$ cat src/lkcd_pkg.sv
// ----------------------------------------------------------------------------
// lkcd_pkg
// Shared types and codes for the LED and key controller command decoder.
// ----------------------------------------------------------------------------
package lkcd_pkg;

    typedef enum logic [1:0] {
        OP_WRITE   = 2'd0,
        OP_READ    = 2'd1,
        OP_RELEASE = 2'd2,
        OP_SCAN    = 2'd3
    } t_opcode;

    typedef enum logic [3:0] {
        PH_CMD    = 4'b0001,
        PH_ADDR   = 4'b0010,
        PH_KEYS   = 4'b0100,
        PH_IGNORE = 4'b1000
    } t_phase;

    // command class, bits 7..6 of the first byte of a frame
    localparam logic [1:0] CLS_NONE = 2'b00;
    localparam logic [1:0] CLS_MODE = 2'b01;
    localparam logic [1:0] CLS_DISP = 2'b10;
    localparam logic [1:0] CLS_ADDR = 2'b11;

    // bit positions inside command bytes
    localparam int MODE_READ_BIT  = 1;
    localparam int MODE_FIXED_BIT = 2;
    localparam int DISP_ON_BIT    = 3;

endpackage

$ cat src/led_key_controller_command_decoder_core.sv
// ----------------------------------------------------------------------------
// led_key_controller_command_decoder_core
// Chip-side decoder for a strobe-framed serial LED and key controller:
// commands, display store writes, key reads and display scan.
// ----------------------------------------------------------------------------
//  channel | handshake                | payload
//  --------+--------------------------+-----------------------------------------
//  input   | i_in_valid / o_in_ready  | i_opcode, i_bus_byte, i_key_matrix
//  output  | o_out_valid / i_out_ready| o_read_data ... o_fault (one per beat)
//
//  one beat per cycle while the output is not stalled; each beat passes the input
//  register, then decode and state update into the result register
//  state and store update in the cycle the beat moves from the input register
//  into the result register, so order is kept under any stall pattern
//  synchronous active-low reset clears control state, valid flags and the store
//  a stalled output holds its beat while one more input beat waits in front
// ----------------------------------------------------------------------------
module led_key_controller_command_decoder_core #(
    parameter int STORE_DEPTH = 16,
    parameter int KEY_BYTES   = 4
) (
    input  logic        i_clk,
    input  logic        i_rst_n,

    input  logic        i_in_valid,
    output logic        o_in_ready,
    input  logic [1:0]  i_opcode,
    input  logic [7:0]  i_bus_byte,
    input  logic [31:0] i_key_matrix,

    output logic        o_out_valid,
    input  logic        i_out_ready,
    output logic [7:0]  o_read_data,
    output logic        o_read_valid,
    output logic        o_store_written,
    output logic [3:0]  o_store_address,
    output logic [7:0]  o_store_value,
    output logic        o_display_enabled,
    output logic [2:0]  o_brightness_level,
    output logic [2:0]  o_grid_index,
    output logic [7:0]  o_grid_segments,
    output logic [7:0]  o_grid_led,
    output logic        o_fault
);
    import lkcd_pkg::*;

    // store kept as segment/LED byte pairs, one row per grid
    localparam int ROWS = (STORE_DEPTH + 1) / 2;
    localparam int RW   = (ROWS > 1) ? $clog2(ROWS) : 1;

    function automatic logic [3:0] wrap_depth(input logic [3:0] x);
        logic [3:0] v;
        v = x;
        for (int k = 0; k < 8; k++) begin
            if ({1'b0, v} >= 5'(STORE_DEPTH)) begin
                v = v - 4'(STORE_DEPTH);
            end
        end
        return v;
    endfunction

    // input register
    logic        r_in_valid;
    t_opcode     r_in_op;
    logic [7:0]  r_in_byte;
    logic [31:0] r_in_keys;

    // control state
    t_phase      r_phase,  n_phase;
    logic [3:0]  r_wptr,   n_wptr;
    logic        r_fixed,  n_fixed;
    logic        r_rmode,  n_rmode;
    logic [2:0]  r_kidx,   n_kidx;
    logic        r_disp,   n_disp;
    logic [2:0]  r_pws,    n_pws;
    logic [2:0]  r_scan,   n_scan;

    logic [7:0]  r_store [ROWS][2];

    // result register
    logic        r_out_valid;
    logic [7:0]  r_rd_data,  n_rd_data;
    logic        r_rd_valid, n_rd_valid;
    logic        r_st_we,    n_st_we;
    logic [3:0]  r_st_addr,  n_st_addr;
    logic [7:0]  r_st_val,   n_st_val;
    logic [2:0]  r_grid,     n_grid;
    logic [7:0]  r_segs,     n_segs;
    logic [7:0]  r_leds,     n_leds;
    logic        r_fault,    n_fault;
    logic        r_disp_out;
    logic [2:0]  r_pws_out;

    logic        advance;
    logic [4:0]  ptr_inc;

    assign advance    = r_in_valid && (!r_out_valid || i_out_ready);
    assign o_in_ready = !r_in_valid || advance;
    assign ptr_inc    = {1'b0, r_wptr} + 5'd1;

    always_comb begin
        n_phase    = r_phase;
        n_wptr     = r_wptr;
        n_fixed    = r_fixed;
        n_rmode    = r_rmode;
        n_kidx     = r_kidx;
        n_disp     = r_disp;
        n_pws      = r_pws;
        n_scan     = r_scan;
        n_rd_data  = '0;
        n_rd_valid = 1'b0;
        n_st_we    = 1'b0;
        n_st_addr  = '0;
        n_st_val   = '0;
        n_grid     = '0;
        n_segs     = '0;
        n_leds     = '0;
        n_fault    = 1'b0;

        unique case (r_in_op)
            OP_WRITE: begin
                unique case (r_phase)
                    PH_CMD: begin
                        unique case (r_in_byte[7:6])
                            CLS_MODE: begin
                                n_fixed = r_in_byte[MODE_FIXED_BIT];
                                n_rmode = r_in_byte[MODE_READ_BIT];
                                n_kidx  = '0;
                                n_phase = r_in_byte[MODE_READ_BIT] ? PH_KEYS : PH_IGNORE;
                            end
                            CLS_DISP: begin
                                n_disp  = r_in_byte[DISP_ON_BIT];
                                n_pws   = r_in_byte[2:0];
                                n_phase = PH_IGNORE;
                            end
                            CLS_ADDR: begin
                                n_wptr  = wrap_depth(r_in_byte[3:0]);
                                n_phase = PH_ADDR;
                            end
                            default: begin
                                n_fault = 1'b1;
                                n_phase = PH_IGNORE;
                            end
                        endcase
                    end
                    PH_ADDR: begin
                        n_st_we   = 1'b1;
                        n_st_addr = r_wptr;
                        n_st_val  = r_in_byte;
                        if (!r_fixed) begin
                            n_wptr = (ptr_inc == 5'(STORE_DEPTH)) ? 4'd0 : ptr_inc[3:0];
                        end
                    end
                    default: begin
                    end
                endcase
            end
            OP_READ: begin
                if (r_phase == PH_KEYS && r_rmode && r_kidx < 3'(KEY_BYTES)) begin
                    unique case (r_kidx[1:0])
                        2'd0: n_rd_data = r_in_keys[7:0];
                        2'd1: n_rd_data = r_in_keys[15:8];
                        2'd2: n_rd_data = r_in_keys[23:16];
                        default: n_rd_data = r_in_keys[31:24];
                    endcase
                    n_rd_valid = 1'b1;
                    n_kidx     = r_kidx + 3'd1;
                end else begin
                    n_fault = 1'b1;
                end
            end
            OP_RELEASE: begin
                n_phase = PH_CMD;
                n_kidx  = '0;
            end
            default: begin
                n_grid = r_scan;
                // rows past the store end, and all rows while the display is off, read as blank
                if (r_disp && {1'b0, r_scan} < 4'(ROWS)) begin
                    n_segs = r_store[r_scan[RW-1:0]][0];
                    n_leds = r_store[r_scan[RW-1:0]][1];
                end
                n_scan = r_scan + 3'd1;
            end
        endcase
    end

    always_ff @(posedge i_clk) begin
        if (!i_rst_n) begin
            r_in_valid  <= 1'b0;
            r_out_valid <= 1'b0;
            r_phase     <= PH_CMD;
            r_wptr      <= '0;
            r_fixed     <= 1'b0;
            r_rmode     <= 1'b0;
            r_kidx      <= '0;
            r_disp      <= 1'b0;
            r_pws       <= '0;
            r_scan      <= '0;
            for (int r = 0; r < ROWS; r++) begin
                r_store[r][0] <= '0;
                r_store[r][1] <= '0;
            end
        end else begin
            if (o_in_ready) begin
                r_in_valid <= i_in_valid;
            end
            if (advance) begin
                r_out_valid <= 1'b1;
            end else if (i_out_ready) begin
                r_out_valid <= 1'b0;
            end
            if (advance) begin
                r_phase <= n_phase;
                r_wptr  <= n_wptr;
                r_fixed <= n_fixed;
                r_rmode <= n_rmode;
                r_kidx  <= n_kidx;
                r_disp  <= n_disp;
                r_pws   <= n_pws;
                r_scan  <= n_scan;
                if (n_st_we) begin
                    r_store[n_st_addr[RW:1]][n_st_addr[0]] <= n_st_val;
                end
            end
        end
    end

    // payload registers
    always_ff @(posedge i_clk) begin
        if (o_in_ready && i_in_valid) begin
            r_in_op   <= t_opcode'(i_opcode);
            r_in_byte <= i_bus_byte;
            r_in_keys <= i_key_matrix;
        end
        if (advance) begin
            r_rd_data  <= n_rd_data;
            r_rd_valid <= n_rd_valid;
            r_st_we    <= n_st_we;
            r_st_addr  <= n_st_addr;
            r_st_val   <= n_st_val;
            r_grid     <= n_grid;
            r_segs     <= n_segs;
            r_leds     <= n_leds;
            r_fault    <= n_fault;
            r_disp_out <= n_disp;
            r_pws_out  <= n_pws;
        end
    end

    assign o_out_valid        = r_out_valid;
    assign o_read_data        = r_rd_data;
    assign o_read_valid       = r_rd_valid;
    assign o_store_written    = r_st_we;
    assign o_store_address    = r_st_addr;
    assign o_store_value      = r_st_val;
    assign o_display_enabled  = r_disp_out;
    assign o_brightness_level = r_pws_out;
    assign o_grid_index       = r_grid;
    assign o_grid_segments    = r_segs;
    assign o_grid_led         = r_leds;
    assign o_fault            = r_fault;

    a_read_not_fault: assert property (@(posedge i_clk) disable iff (!i_rst_n)
        o_out_valid |-> !(o_read_valid && o_fault))
        else $error("read beat flagged as fault");

    a_read_write_excl: assert property (@(posedge i_clk) disable iff (!i_rst_n)
        o_out_valid |-> !(o_read_valid && o_store_written))
        else $error("one beat both read keys and wrote the store");

    a_key_index_bound: assert property (@(posedge i_clk) disable iff (!i_rst_n)
        r_kidx <= 3'(KEY_BYTES))
        else $error("key byte index ran past the last key byte");

    a_store_addr_range: assert property (@(posedge i_clk) disable iff (!i_rst_n)
        (o_out_valid && o_store_written) |-> ({1'b0, o_store_address} < 5'(STORE_DEPTH)))
        else $error("store write outside the display store");

    a_scan_advance: assert property (@(posedge i_clk) disable iff (!i_rst_n)
        (advance && r_in_op == OP_SCAN) |=> (r_scan == $past(r_scan) + 3'd1))
        else $error("scan position did not advance on a scan tick");

endmodule
$ cat config.mk
export PLATFORM = sky130hd
export DESIGN_NAME = led_key_controller_command_decoder_core
export DESIGN_NICKNAME = d
export VERILOG_FILES = /design/src/lkcd_pkg.sv /design/src/led_key_controller_command_decoder_core.sv
export SDC_FILE = /design/constraint.sdc
export NUM_CORES = 1
export LEC_CHECK = 0
export BUFFER_PORTS_ARGS = -buffer_cell sky130_fd_sc_hd__buf_2
export CAP_MARGIN = 0
export CELL_PAD_IN_SITES_DETAIL_PLACEMENT = 1
export CELL_PAD_IN_SITES_GLOBAL_PLACEMENT = 1
export CORE_ASPECT_RATIO = 1.1
export CORE_MARGIN = 2
export CORE_UTILIZATION = 53
export CTS_BUF_LIST = sky130_fd_sc_hd__clkbuf_8 sky130_fd_sc_hd__clkbuf_16
export DETAILED_ROUTE_END_ITERATION = 7
export GPL_TIMING_DRIVEN = 1
export PLACE_DENSITY = 0.83
export SLEW_MARGIN = 20
export SYNTH_ARGS = -nofsm -noshare
export SYNTH_HDL_FRONTEND = slang
export SYNTH_SLANG_ARGS = --single-unit
$ cat constraint.sdc
create_clock -name i_clk -period 6.3 [get_ports i_clk]
set_clock_uncertainty 0.05 [all_clocks]
set_input_delay 1.26 -clock i_clk [delete_from_list [all_inputs] [get_ports i_clk]]
set_output_delay 1.26 -clock i_clk [all_outputs]
set_load 0.05 [all_outputs]
Yosys cells after proc, flatten, opt, wreduce, memory -nomap -nowiden
Memory sizes are Yosys's and may differ from the RTL's. A register that Yosys moved wholly into a read port is not among the register bits.
Cells that the tools add are included.
{"block": "word_totals", "ff_bits": 94, "ram_bits": 128, "input_bits": 46, "out_inout_bits": 48, "wordCells": 115, "n_memories": 1}
{"block": "classes", "n_addsub": 3, "n_lt_le_gt_ge": 3, "n_eq_ne": 16, "n_mux": 42, "bitwise_logic": 3, "n_reduce_logical": 25}
{"name": "r_store", "words": 8, "width": 16, "read_ports": 1, "rd_ports_with_merged_regs": 1, "write_ports": 8, "line_no": "led_key_controller_command_decoder_core.sv:78", "text": "logic [7:0] r_store [ROWS][2];"}
{"op": "$mux 16", "count": 3}
{"op": "$mux 4", "count": 7}
{"op": "$mux 8", "count": 3}
{"op": "$pmux 4 s2", "count": 3}
{"op": "$pmux 8 s3", "count": 1}
{"op": "$mux 3", "count": 7}
{"op": "$reduce_or 16->1", "count": 1}
{"op": "$mux 1", "count": 15}
{"op": "$reduce_and 5->1", "count": 2}
{"op": "$pmux 3 s3", "count": 1}
{"op": "$demux 8 s1", "count": 1}
{"op": "$eq 2x2->1 const B", "count": 4}
{"op": "$add 3x1->3 const B", "count": 2}
{"op": "$eq 2x1->1 const B", "count": 3}
{"op": "$ne 2x2->1 const B", "count": 3}
{"op": "$reduce_bool 2->1", "count": 3}
{"op": "$reduce_or 3->1", "count": 2}
{"op": "$add 4x1->5 const B", "count": 1}
{"op": "$eq 5x5->1 const B", "count": 1}
{"op": "$logic_and 1x1->1", "count": 5}
{"op": "$eq 4x1->1 const B", "count": 1}
{"op": "$eq 4x2->1 const B", "count": 1}
{"op": "$eq 4x3->1 const B", "count": 1}
{"op": "$logic_not 2->1", "count": 2}
{"op": "other kinds (14)", "count": 19}

Longest topological paths before layout
Gate-level depths: netlist of run 1.
{"block": "depth", "word_depth": 11, "depth_mapped": 7}

Worst setup path before layout of run 1
Ideal clock, no wire load.
{"block": "synth_path", "path_type": "input-to-reg", "from": "in i_out_ready", "to": "reg r_in_byte[0], enable pin", "setup_ns": 0.403, "t_arrival_ns": 2.793, "required_time_ns": 5.847, "slack_ns": 3.053, "stages": 3, "n_path_buf": 0, "path_cell_list": "nor2b_1 > nand2_1 > and2_1"}
{"block": "synth_between", "elab_chain_len": 4}
{"item": "from (decl)", "line_no": "led_key_controller_command_decoder_core.sv:32", "text": "input logic i_out_ready,"}
{"item": "$logic_or 1x1->1", "line_no": "led_key_controller_command_decoder_core.sv:97", "text": "assign advance = r_in_valid && (!r_out_valid || i_out_ready);"}
{"item": "$logic_and 1x1->1", "line_no": "led_key_controller_command_decoder_core.sv:97"}
{"item": "$logic_or 1x1->1", "line_no": "led_key_controller_command_decoder_core.sv:98", "text": "assign o_in_ready = !r_in_valid || advance;"}
{"item": "net o_in_ready", "line_no": "led_key_controller_command_decoder_core.sv:26", "text": "output logic o_in_ready,"}
{"item": "$logic_and 1x1->1", "line_no": "led_key_controller_command_decoder_core.sv:231", "text": "if (o_in_ready && i_in_valid) begin"}
{"item": "to (signal assigned)", "line_no": "led_key_controller_command_decoder_core.sv:233", "text": "r_in_byte <= i_bus_byte;"}
{"item": "to (decl)", "line_no": "led_key_controller_command_decoder_core.sv:65", "text": "logic [7:0] r_in_byte;"}
The timed path passes the listed nets, and every way through them passes these cells.
A chain may end at the register's enable or synchronous reset.

==> flow_metrics.py, run 1 <==
metrics = {
    "worst_setup_path": {
        "cp.arrival_ns": 3.71,
        "startpoint_type": "input port",
        "crit_type": "in2reg",
        "crit_required_ns": 6.42,
        "cp-end-kind": "register",
        "cp_max_fo": 22,
    },
    "synthesis": {
        "yosysTopAreaCell": "edfxtp_1",
        "synth.top_cell.area_share_pct": 64.69,
        "ys_seq_area_share_pct": 69.09,
        "synthTopCellsByCount": "edfxtp_1 (216), nor2_1 (178), mux4_2 (32), nand2_1 (32), clkbuf_1 (26)",
        "ys_top_cells_by_area": "edfxtp_1 (65%), mux4_2 (7.2%), nor2_1 (6.7%), dfxtp_1 (4.4%), mux2i_1 (2.2%)",
        "postSynthCellCount": 696,
        "async_flop_share_pct": 0,
        "synth_area_sq_um": 10030,
        "syn_area_per_cell_sq_um": 14.40,
        "synth.net_count": 748,
        "yosysMostFrequentCell": "edfxtp_1",
        "synthFlopType": "edfxtp_1",
        "synth_cell_types": 57,
        "ys_warn_count": 0,
        "yosys_register_bits": 238,
        "synth-edff-count": 216,
    },
    "die": {
        "io-pin-count": 94,
        "rows": 52,
        "core_area_sq_um": 18480,
        "die_y_um": 148.3,
        "die_area_sq_um": 20030,
        "die_w_um": 135.1,
        "initial_core_util_pct": 54.26,
    },
    "cts": {
        "path_clk_slew_ns": 0.06,
        "clock_path_buffers": 3,
        "cts.repair.resized": 0,
        "numCtsBuffers": 24,
        "clk_latency_ns": 0.51,
        "htree_levels": 1,
        "postCtsSetupBuffers": 0,
        "cts-root-buf": "clkbuf_16",
        "cts_sinks": 238,
        "cts_hold_buf": 0,
        "cts_tree": "done",
    },
    "timing": {
        "setup_viol": 0,
        "fin_hold_ws_ns": 0.4480,
        "finalMaxSlewViolations": 0,
        "slew_headroom_pct": 25.72,
        "hold_viol_final": 0,
        "tns_ns": 0,
        "max_freq_mhz": 278.4,
        "worstMarginPinSlew_ns": 1.114,
        "layout_worst_path_cycle_share_pct": 57.01,
        "rsz0062_at_grt": "false",
        "period_needed_ns": 3.591,
    },
    "place": {
        "place_congestion": 0.8809,
        "placed_area_sq_um": 10630,
        "port-buffer-count": 93,
        "dp_cells": 992,
        "dp_hpwl_mm": 17.04,
    },
    "finish": {
        "seqCellArea_sq_um": 6930,
        "fin_area_sq_um": 11400,
        "multiInputGateArea_sq_um": 2860,
        "nFillCells": 1753,
        "drive_gt1_share_pct": 24.72,
        "fin_cells": 1036,
        "nets": 827,
        "syn2layout_area_growth_pct": 13.70,
        "num_antenna_cells": 0,
    },
    "detailed_routing": {
        "wl_per_cell_um": 25.01,
        "first_iter_violations": 608,
        "vias_per_cell": 6.052,
        "drc_errors": 0,
        "vias": 6270,
        "drt_first_pass_iters": 7,
        "wl_mm": 25.91,
        "ant_nets": 0,
    },
    "grt": {
        "grt_pass1_wl_mm": 39.47,
        "overflow": 0,
        "track_usage_pct": 26.45,
        "grt_max_degree": 50,
        "first_global_vias": 6513,
        "antenna_found_initial": 0,
    },
    "power_and_ir_drop": {
        "p_leak_nw": 4.194,
        "swShare_pct": 21.79,
        "seqPwrFrac_pct": 53.9,
        "netSwitchingPower_mw": 0.7334,
        "p_clk_share_pct": 41.1,
        "power.density_nw_per_um2": 295.2,
        "ir_drop_mv": 0.2276,
        "power_frac_comb_pct": 5.0,
        "internal_power_mw": 2.632,
    },
    "status": {
        "outcome": "completed",
    },
    "run": {
        "cap_violations": 0,
    },
    "min_path": {
        "hold_path.class": "reg2reg",
    },
}
[cells in the final DEF (no fill, tap or decap), types with 5 or more instances in the layout]
cell,synthesis,layout
a21oi_1,23,23
a222oi_1,8,8
and2_1,6,5
buf_2,12,93
clkbuf_16,0,25
dfxtp_1,22,19
edfxtp_1,216,216
ha_1,6,6
inv_1,14,21
mux2i_1,22,22
mux4_2,32,32
nand2_1,32,32
nand3_1,5,5
nand4_2,14,14
nor2_1,178,178
nor2b_1,6,6
o21ai_0,6,6
[power by group through the flow]
stage / clock network [mW] / logic [mW] / registers, mW
after detailed placement: 0 / 0.167 / 1.85
final: 1.38 / 0.169 / 1.81
after global placement: 0 / 0.159 / 1.84
after CTS: 1.39 / 0.169 / 1.81
after global routing: 1.44 / 0.181 / 1.82
after floorplan: 0 / 0.0868 / 1.86
[logic make-up after synthesis]
family                   Yosys count  share of synthesized area [%]
AND/OR/NAND/NOR                  282                          14.23
buffers and inverters             57                          2.396
multiplexers                      58                          9.834
XOR/XNOR                           2                         0.1747
flip-flops                       238                          69.09
AO/OA/AOI/OAI                     53                          3.532
adder cells (fa/ha/maj)            6                         0.7488
[stage by stage]
stage	util (%)	power (mW)	setup slack [ns]
finish	61.69	3.366	2.709
global placement	57.53	2.001	2.347
detailed placement	57.54	2.014	2.205
floorplan	-	1.947	3.053
global route	61.69	3.441	2.611
CTS	61.69	3.371	2.735
[worst max-delay path: stages]
cell and delay (ns):
buf_2 0.49, and4_1 1.05, nand4_2 0.44, nand2_1 0.44
[cell type report]
cell class              instances  share of cell area (%)
repair buffers                 95                   4.215
well taps                     243                   2.667
inverters                      15                  0.5049
clock buffers                  29                   5.971
multi-input cells             401                   25.09
flip-flops and latches        238                   60.79
clock inverters                15                  0.7573
[registers in the layout, summed over array words and instances, names as in the netlist, 2 cells and up]
signal / count
r_phase: 4
o_grid_led: 8
r_in_byte: 8
o_store_value: 8
r_wptr: 4
o_grid_segments: 8
r_in_op: 2
r_in_keys: 32
r_pws: 3
o_read_data: 8
o_grid_index: 3
o_store_address: 4
o_brightness_level: 3
r_scan: 3
r_kidx: 3
r_store: 128
[worst paths after layout]
| check | start | to | slack [ns] | depth (start not counted) |
|---|---|---|---|---|
| max reg2reg | r_in_op[1] | r_store[3][14] | 3.07 | 4 |
| max | i_rst_n | r_store[3][14] | 2.71 | 4 |
| min | r_pws[1] | r_pws[1] | 0.45 | 2 |
| min reg2reg | r_pws[1] | r_pws[1] | 0.45 | 2 |
[metal layers]
| layer | wire length, um | global-route usage (%) | vias up |
|---|---|---|---|
| met5 | 0 | 0 | - |
| met4 | 650 | 6.927 | 0 |
| met3 | 1624 | 3.511 | 43 |
| met2 | 13950 | 48.50 | 286 |
| met1 | 9683 | 33.19 | 3198 |
| li1 | - | - | 2743 |
Power figures use the tool's default switching activity.
==> inputs of run 2 (changes only) <==
Settings changed: CORE_UTILIZATION 53 to 44, PLACE_DENSITY 0.83 to 0.74.
Clock period 6.3 ns to 3.1 ns, I/O delays scaled along.
==> flow_metrics.py, run 2 (same netlist as run 1, synthesis figures left out) <==
metrics = {
    "status": {
        "outcome": "completed",
    },
    "min_path": {
        "hold_path.class": "in2reg",
    },
    "cts": {
        "clk_latency_ns": 0.52,
        "numCtsBuffers": 25,
        "clock_path_buffers": 3,
        "htree_levels": 1,
        "path_clk_slew_ns": 0.06,
        "cts_tree": "done",
        "cts_sinks": 238,
        "postCtsSetupBuffers": 0,
        "cts_hold_buf": 0,
        "cts-root-buf": "clkbuf_16",
        "cts.repair.resized": 0,
    },
    "worst_setup_path": {
        "slowest_stage": "or4b_4",
        "cp.arrival_ns": 2.73,
        "crit_required_ns": 3.24,
        "crit_type": "reg2reg",
        "crit_chain": "or4b_4 > nor3_4 > buf_4 > nand4_2 > nand2_1",
        "crit_buf_inv": 1,
        "cp_max_fo": 16,
        "critPathMaxStageDelay_ns": 0.63,
        "cp-end-kind": "register",
        "path_delay_family": "simple AND/OR/NAND/NOR gates",
        "startpoint_type": "register",
    },
    "timing": {
        "setup_viol": 0,
        "layout_worst_path_cycle_share_pct": 83.63,
        "hold_viol_final": 0,
        "tns_ns": 0,
        "period_needed_ns": 2.593,
        "finalMaxSlewViolations": 0,
        "fin_hold_ws_ns": 0.2224,
        "slew_headroom_pct": 25.96,
        "max_freq_mhz": 385.7,
        "worstMarginPinSlew_ns": 1.109,
        "rsz0062_at_grt": "false",
    },
    "grt": {
        "grt_max_degree": 37,
        "grt_pass1_wl_mm": 38.21,
        "track_usage_pct": 21.02,
        "first_global_vias": 6614,
        "antenna_found_initial": 0,
        "overflow": 0,
    },
    "finish": {
        "fin_area_sq_um": 11670,
        "largestRegisters": "r_store (128), r_in_keys (32)",
        "num_antenna_cells": 0,
        "fin_cells": 1103,
        "nets": 842,
        "nFillCells": 2224,
        "syn2layout_area_growth_pct": 16.36,
        "layout_common_cells": "edfxtp_1 (216), nor2_1 (178), buf_2 (93)",
        "largest_register_ffs": 128,
        "final_common_cell": "edfxtp_1",
        "top_register": "r_store",
        "drive_gt1_share_pct": 25.99,
    },
    "place": {
        "placed_area_sq_um": 10820,
        "dp_cells": 1058,
        "place_congestion": 0.8372,
        "port-buffer-count": 93,
        "dp_hpwl_mm": 17.38,
    },
    "die": {
        "die_area_sq_um": 24010,
        "io-pin-count": 94,
        "core_area_sq_um": 22250,
        "die_w_um": 147.9,
        "die_y_um": 162.3,
        "initial_core_util_pct": 45.06,
        "rows": 57,
    },
    "detailed_routing": {
        "vias": 6237,
        "vias_per_cell": 5.655,
        "drt_first_pass_iters": 5,
        "wl_mm": 24.83,
        "ant_nets": 0,
        "drc_errors": 0,
        "first_iter_violations": 482,
        "wl_per_cell_um": 22.51,
    },
    "run": {
        "cap_violations": 0,
    },
    "power_and_ir_drop": {
        "p_total_mw": 7.091,
        "ir_drop_mv": 0.4140,
        "p_leak_nw": 4.288,
        "power.density_nw_per_um2": 607.8,
    },
}
run 2: metal layers:
layer	track usage, %	vias up	wire length, um
li1	-	2778	-
met1	26.56	3151	9632
met2	37.51	252	12870
met3	2.753	56	1596
met4	7.186	0	731
met5	0	-	0
run 2: stage by stage:
step                      worst slack [ns]  util (%)
after detailed placement            0.5183     48.64
after global placement              0.6444     48.64
final                               0.5075     52.43
after CTS                           0.5018     52.43
after floorplan                     0.4619         -
after global routing                0.3305     52.43
run 2: cell type report:
class / instances / area [sq um] / share of cell area, %
Sequential cell: 238 / 6928 / 59.38
Clock inverter: 20 / 216.5 / 1.855
Timing Repair Buffer: 109 / 610.6 / 5.234
Inverter: 15 / 56.30 / 0.4826
Clock buffer: 25 / 625.6 / 5.363
Tap cell: 295 / 369.1 / 3.164
Multi-Input combinational cell: 401 / 2860 / 24.52
run 2: final timing paths:
path	startpoint	end	slack [ns]	cells after the start
worst max register to register	r_phase[1]	r_store[7][3]	0.51	5
worst max-delay path	r_phase[1]	r_store[7][3]	0.51	5
worst min-delay path	i_key_matrix[3]	r_in_keys[3]	0.22	1
worst min register to register	r_pws[1]	r_pws[1]	0.46	2
run 2: worst register-to-register path: cells and delay by family (launching register included):
kind                   cells  cell delay (ns)
AND/OR/NAND/NOR            4             1.46
flip-flops                 1             0.48
buffers and inverters      1             0.28
run 2: power by group:
part / switching, mW / internal [mW]
registers: 0.0634 / 3.61
clock network: 1.19 / 1.87
logic: 0.236 / 0.116
==> inputs of run 3 (changes only) <==
Clock period 3.1 ns to 2.1 ns, I/O delays scaled along.
==> flow_metrics.py, run 3 (same netlist as run 1, synthesis figures left out) <==
metrics = {
    "grt": {
        "antenna_found_initial": 0,
        "grt_pass1_wl_mm": 39.45,
        "grt_max_degree": 43,
        "track_usage_pct": 21.40,
        "grt_use_met1_pct": 26.21,
        "grt_use_met3_pct": 3.006,
        "met2_usage_pct": 39.34,
        "grt.busiest_layer": "met2",
        "overflow": 0,
        "first_global_vias": 7044,
    },
    "finish": {
        "drive_gt1_share_pct": 35.90,
        "nets": 891,
        "final_util_pct": 56.68,
        "fin_area_sq_um": 12610,
        "layout_common_cells": "edfxtp_1 (216), nor2_1 (154), buf_2 (93)",
        "top_register": "r_store",
        "fin_cells": 1153,
        "final_common_cell": "edfxtp_1",
        "largest_register_ffs": 128,
        "syn2layout_area_growth_pct": 25.80,
        "nFillCells": 2164,
        "num_antenna_cells": 0,
        "largestRegisters": "r_store (128), r_in_keys (32)",
    },
    "timing": {
        "layout_worst_path_cycle_share_pct": 104.1,
        "finalMaxSlewViolations": 0,
        "slew_headroom_pct": 36.67,
        "rsz0062_at_grt": "true",
        "postLayoutSetupSlackWorst_ns": -0.08507,
        "setup_viol": 39,
        "hold_viol_final": 0,
        "tns_ns": -2.129,
        "worstMarginPinSlew_ns": 0.9499,
        "max_freq_mhz": 457.7,
        "fin_hold_ws_ns": 0.01372,
        "period_needed_ns": 2.185,
    },
    "power_and_ir_drop": {
        "power.density_nw_per_um2": 832.2,
        "ir_drop_mv": 0.6468,
        "p_leak_nw": 4.743,
    },
    "status": {
        "outcome": "finished with violations",
        "violations": "negative setup slack",
    },
    "detailed_routing": {
        "wl_mm": 25.87,
        "first_iter_violations": 408,
        "vias_per_cell": 5.539,
        "wl_per_cell_um": 22.44,
        "ant_nets": 0,
        "drc_errors": 0,
        "vias": 6386,
        "drt_first_pass_iters": 5,
    },
    "worst_setup_path": {
        "cp-end-kind": "register",
        "startpoint_type": "register",
        "crit_required_ns": 2.28,
        "crit_end": "r_store[4][14]",
        "crit_chain": "or4b_4 > buf_12 > nor4b_4 > buf_4 > nand4b_4 > nand2_4",
        "cp-startpoint": "r_phase[3]",
        "cp.arrival_ns": 2.36,
        "crit_cells": 6,
        "rrSetupSlack_ns": -0.09,
        "cp_max_fo": 8,
        "reg2reg_depth": 6,
        "reg2reg_from": "r_phase[3]",
        "path_delay_family": "simple AND/OR/NAND/NOR gates",
        "slowest_stage": "or4b_4",
        "timing.rr.end": "r_store[4][14]",
        "critPathMaxStageDelay_ns": 0.58,
        "crit_type": "reg2reg",
        "crit_buf_inv": 2,
    },
    "cts": {
        "clk_latency_ns": 0.53,
        "numCtsBuffers": 25,
        "htree_levels": 1,
        "clock_path_buffers": 3,
        "cts_sinks": 238,
        "cts-root-buf": "clkbuf_16",
        "cts_tree": "done",
        "path_clk_slew_ns": 0.07,
    },
    "die": {
        "die_y_um": 162.3,
        "initial_core_util_pct": 45.06,
        "die_area_sq_um": 24010,
        "io-pin-count": 94,
        "core_area_sq_um": 22250,
        "rows": 57,
        "die_w_um": 147.9,
    },
    "place": {
        "place_congestion": 0.7921,
        "port-buffer-count": 93,
        "dp_hpwl_mm": 17.17,
        "dp_cells": 1097,
        "placed_area_sq_um": 11420,
    },
    "run": {
        "cap_violations": 0,
    },
    "min_path": {
        "hold_path.class": "in2reg",
        "holdPathStages": 1,
    },
}
## run 3: changes by cell type in the layout (fill, tap and decap cells not counted), sizes merged
cell / before / now
buf: 109 / 156
clkinv: 11 / 6
clkbuf: 25 / 29
inv: 19 / 22
bufinv: 5 / 3
clkinvlp: 0 / 2
dlygate4sd3: 0 / 1
## run 3: cell type report
type | instances | area, sq um | area share [%]
clock inverters | 18 | 168.9 | 1.339
multi-input cells | 401 | 3223 | 25.56
clock buffers | 28 | 666.9 | 5.288
inverters | 15 | 60.06 | 0.4762
repair buffers | 158 | 1192 | 9.454
flip-flops and latches | 238 | 6932 | 54.96
well taps | 295 | 369.1 | 2.927
## run 3: power by group
| group | switching [mW] | internal, mW | total (mW) |
|---|---|---|---|
| Combinational | 0.389 | 0.201 | 0.590 |
| Clock | 1.85 | 2.65 | 4.50 |
| Sequential | 0.0754 | 5.33 | 5.41 |
| Total | 2.31 | 8.18 | 10.5 |
## run 3: per-layer routing
layer / part of all wire (%) / wire (um) / vias to the layer above
li1: - / - / 2878
met1: 40 / 10230 / 3262
met2: 52 / 13560 / 196
met3: 5.1 / 1317 / 50
met4: 3.0 / 765 / 0
met5: 0 / 0 / -
## run 3: how the worst min path moves through the flow
stage / from / endpoint / slack [ns]
after global routing: i_key_matrix[14] / r_in_keys[14] / -0.006
after CTS: i_key_matrix[25] / r_in_keys[25] / 0.0007
after global placement: r_pws[1] / r_pws[1] / 0.42
after detailed placement: r_pws[1] / r_pws[1] / 0.44
after floorplan: r_fixed / r_fixed / 0.40
final: i_key_matrix[14] / r_in_keys[14] / 0.01
## run 3: stage by stage
step	setup slack [ns]	power [mW]
finish	-0.08507	10.50
global route	-0.1396	10.78
floorplan	-0.1029	5.854
global placement	0.08948	6.048
detailed placement	-0.02297	6.085
CTS	-0.03335	10.55
## run 3: timing repair
| action | in CTS | in global routing |
|---|---|---|
| hold endpoints to repair | 1 | 0 |
| buffers inserted | 5 | 3 |
| gates resized for setup | 15 | 47 |
| hold buffers | 1 | 0 |
| pin swaps | 8 | 9 |
| gates cloned | 0 | 1 |
| setup endpoints to repair | 14 | 237 |
